<file path="config.mk">
export PLATFORM = sky130hd
export DESIGN_NAME = tsbs_ram
export DESIGN_NICKNAME = d
export VERILOG_FILES = /design/src/tsbs_ram.sv
export SDC_FILE = /design/constraint.sdc
export NUM_CORES = 2
export LEC_CHECK = 0
export ABC_CLOCK_PERIOD_IN_PS = 4180
export CAP_MARGIN = 30
export CORE_ASPECT_RATIO = 1.2
export CORE_MARGIN = 1.5
export CORE_UTILIZATION = 37
export DETAILED_ROUTE_END_ITERATION = 10
export DONT_BUFFER_PORTS = 1
export PLACE_DENSITY = 0.58
export RECOVER_POWER = 100
export SYNTH_ARGS = -nofsm -noshare
export SYNTH_HDL_FRONTEND = slang
export SYNTH_SLANG_ARGS = --single-unit
</file>
<file path="constraint.sdc">
create_clock -name i_clk -period 4.18 [get_ports i_clk]
set_input_delay 0.209 -clock i_clk [delete_from_list [all_inputs] [get_ports i_clk]]
set_output_delay 0.209 -clock i_clk [all_outputs]
set_load 0.01 [all_outputs]
</file>
<file path="src/tsbs_ram.sv">
// Generic single-write, single-read RAM with a registered read port.
module tsbs_ram #(
    parameter int WIDTH = 32,
    parameter int DEPTH = 64
) (
    input  logic                     i_clk,
    input  logic                     i_we,
    input  logic [$clog2(DEPTH)-1:0] i_waddr,
    input  logic [WIDTH-1:0]         i_wdata,
    input  logic [$clog2(DEPTH)-1:0] i_raddr,
    output logic [WIDTH-1:0]         o_rdata
);

    logic [WIDTH-1:0] r_mem [DEPTH];

    always_ff @(posedge i_clk) begin
        if (i_we) begin
            r_mem[i_waddr] <= i_wdata;
        end
        o_rdata <= r_mem[i_raddr];
    end

endmodule

</file>
# --- After elaboration in Yosys (flattened, before gate mapping) ---
# Memory sizes are Yosys's and may differ from the RTL's. A register that Yosys moved wholly into a read port is not among the register bits.
# Index checks and enable logic that the tools add are counted.
totals:
  mem_count: 1
  elab_cells: 3
  mem_bits_rw: 2048
  out_inout_bits: 32
  ff_bits: 0
  in_bits: 46
mem_list:
  columns: ["name", "depth", "word_bits", "rd", "rd_clocked_by_memory_dff", "wr", "line", "text"]
  rows:
  - ["r_mem", 64, 32, 1, 1, 1, "14", "logic [WIDTH-1:0] r_mem [DEPTH];"]
classes:
  mux: 2
ops:
  columns: ["cell", "count"]
  rows:
  - ["two-way mux 1 bit", 2]

# --- Depth between registers and ports, before layout ---
logic_depth:
  word_depth: 2
  depth_mapped: 10

# --- Least setup slack after synthesis ---
# OpenSTA, ideal clock, no wires.
synth_path:
  kind: "input -> register"
  start: "input port i_waddr[3]"
  end: "memory r_mem[48][0] (enable)"
  path_slack_ps: 811
  cell_stages: 4
  t_required_ps: 3719
  path_buffers: 1
  t_arrival_ps: 2908
  path_cell_list: "clkbuf_1 nor2b_1 nand4b_1 nor3_1"
synth_rtl:
  columns: ["item", "line", "text"]
  rows:
  - ["from (decl)", "8", "input logic [$clog2(DEPTH)-1:0] i_waddr,"]
  - ["to (decl)", "14", null]
# Straight into the memory's write port.

==> impl_metrics.toml <==
[drt]
routed_via_density = 5.565
wl_per_cell_um = 31.99
drt-total-wl_mm = 206.9
drt_pass1_iterations = 5
drt_iter0_markers = 4072
num_vias = 36000
drc = 0
ant_nets = 0

[worst_setup_path]
startpoint_type = "input port"
slowest_delay_ns = 0.79
r2r_cells = 4
crit_path_max_fanout = 147
r2r_end = "o_rdata[12]"
critPathCaptureType = "flip-flop"
cp_num_buf_inv = 3
crit_required_ns = 4.84
arrival_ns = 4.38
path_cells = "buf_16, buf_16, mux4_2, mux4_2, o22ai_1, clkbuf_1, nor2_1"
critical_path_class = "input port to flip-flop"
reg2reg_slack_ns = 1.50
endpoint = "o_rdata[19]"
timing.rr.start = "r_mem[43][12]"
crit_start = "i_raddr[0]"
slowest_stage = "buf_16"
cp_num_cells = 7
crit_family = "buffers and inverters"

[timing]
hold_viol_final = 5
fin_crit_sh_pct = 88.97
fmax_ghz = 0.2689
slew_headroom_pct = -146.3
worstMarginPinSlew_ns = 3.695
setup_violations = 0
fin_hold_ws_ns = -0.08958
rsz0062_at_grt = "false"
fin_setup_tns_ns = 0
drv_slew = 3658
skew_ns = 0.02827
period_needed_ns = 3.719

[floorplanning]
start_util_pct = 37.15
pin_count = 78
rows = 185
die_y_um = 507.6
die-area_um2 = 215000
core_area_um2 = 211300
die_x_um = 423.5

[clock_network]
cts_tree = "done"
cts-buffers-inserted = 183
htreeDepth = 4
cts_root_buf = "clkbuf_16"
cts_resized = 0
clk_pin_slew_worst_paths_ns = 0.06
clk_latency_ns = 0.83
clk_path_buf_depth = 3
cts_setup_buffers = 0
cts_sinks = 2080

[finish]
final_area_um2 = 88200
nets = 3561
num-fill-cells = 18080
seqCellArea_um2 = 62140
syn_to_final_growth_pct = 12.34
multi_input_area_um2 = 15640
drive_above_1_share_pct = 23.20

[grt]
antenna_found_initial = 6
grt_overflow = 0
grt_pass1_vias = 36760
grt_max_degree = 514
track_usage_pct = 19.06
grt_pass1_wl_mm = 288.1

[power]
pwr-share-clk_pct = 39.1
netSwitchingFraction_pct = 20.83
ir_drop_mv = 0.4834
comb_power_share_pct = 4.5
power_density_nw_per_um2 = 468.1
pwr-share-seq_pct = 56.3
p_sw_mw = 8.601
p_int_mw = 32.69
power_leakage_nw = 26.68

[placement]
io_buffer_count = 0
postPlaceCellArea_um2 = 82490
gp_congestion = 0.7866
dp.final_hpwl_mm = 108.0

[synthesis]
synth-async-reset-ratio_pct = 0
synth.most_common_cell = "edfxtp_1"
netlist.area_leader.share_pct = 78.33
synth_seq_cells = 2080
synth_flop_cell = "edfxtp_1"
synth_fp_nets = 3370
synth.area.top_cells = "edfxtp_1 (78%), mux4_2 (16%), mux2i_1 (1.2%)"
synth_edf_count = 2048
ys_seq_area_share_pct = 79.14
synthCells = 3324
ys_types = 34
avgSynthCellArea_um2 = 23.62
synth_common_cells = "edfxtp_1 (2048), mux4_2 (544), nor2_1 (137)"
yosysWarningCount = 0
netlist_area_um2 = 78520
yosys.area.top_type = "edfxtp_1"

[job]
max-cap-violations = 99

[hold_path]
holdCritPathClass = "input port to flip-flop"

[outcome]
status = "finished, violations left"
violations = "hold timing, capacitance limit, slew limit"
-- metal layers --
layer / share of wire, % / GRT usage (%)
met5: 0 / 0
met4: 4.2 / 6.357
met3: 5.6 / 2.388
met2: 51 / 32.85
met1: 39 / 25.03
-- cell usage in the layout (no fill, tap or decap), drive strengths merged, types with 7 or more instances in the layout --
| master | Yosys | layout |
|---|---|---|
| a21oi | 62 | 62 |
| a22oi | 12 | 12 |
| a311oi | 8 | 8 |
| buf | 108 | 32 |
| clkbuf | 74 | 364 |
| clkinv | 0 | 61 |
| dfxtp | 32 | 32 |
| dlygate4sd3 | 0 | 46 |
| edfxtp | 2048 | 2048 |
| inv | 0 | 8 |
| mux2i | 93 | 93 |
| mux4 | 544 | 544 |
| nand2 | 26 | 26 |
| nand2b | 8 | 8 |
| nor2 | 137 | 137 |
| nor2b | 15 | 15 |
| nor3 | 7 | 7 |
| o221ai | 27 | 27 |
| o22ai | 84 | 84 |
-- what timing repair did --
item,in CTS,in global routing
hold buffers,79,2
hold endpoints to repair,2244,2
setup endpoints to repair,0,0
-- sequential cells by signal, indices dropped and copies added, names as in the netlist --
register and count:
r_mem 2048, o_rdata 32
-- worst min path at each step --
| stage | startpoint | endpoint | slack (ns) | cells past startpoint |
|---|---|---|---|---|
| 3_5_place_dp | i_wdata[13] | r_mem[47][13] | 0.31 | 0 |
| 5_1_grt | i_waddr[4] | r_mem[19][31] | -0.1 | 2 |
| 4_1_cts | i_waddr[2] | r_mem[1][12] | 0.003 | 4 |
| 2_1_floorplan | i_wdata[0] | r_mem[0][0] | 0.31 | 0 |
| 3_3_place_gp | i_wdata[9] | r_mem[41][9] | 0.31 | 0 |
| 6_report | i_waddr[4] | r_mem[19][31] | -0.09 | 2 |
-- per-stage QoR --
| step | utilization (%) | power (mW) | instances | setup WS, ns |
|---|---|---|---|---|
| finish | 41.74 | 41.29 | 6469 | 0.4610 |
| global route | 41.73 | 42.35 | 6465 | 0.3522 |
| CTS | 42.35 | 41.50 | 6459 | 1.508 |
| detailed placement | 39.03 | 24.98 | 6051 | 1.355 |
| global placement | 38.99 | 24.96 | 6042 | 0.8979 |
| floorplan | - | 24.72 | 3324 | 0.8112 |
-- layout make-up --
class | count | area share, %
Antenna cell | 5 | 0.01419
Clock buffer | 254 | 5.776
Clock inverter | 75 | 0.5901
Multi-Input combinational cell | 1062 | 17.73
Sequential cell | 2080 | 70.45
Tap cell | 2805 | 3.979
Timing Repair Buffer | 188 | 1.454
-- power groups by stage --
stage               clock network (mW)  registers, mW  logic [mW]
detailed placement                   0           23.7        1.33
finish                            16.2           23.3        1.87
floorplan                            0           23.6        1.12
global placement                     0           23.6        1.31
global route                      17.1           23.3        1.96
CTS                               16.4           23.2        1.87
-- kinds of logic after synthesis --
| group | after synthesis | synth area share, % |
|---|---|---|
| muxes | 637 | 16.79 |
| buffers and inverters | 182 | 1.128 |
| DFF | 2080 | 79.14 |
| AOI/OAI and AO/OA | 202 | 1.673 |
| and+or+nand+nor | 223 | 1.265 |
No activity file was read; power rests on OpenSTA's default activity.
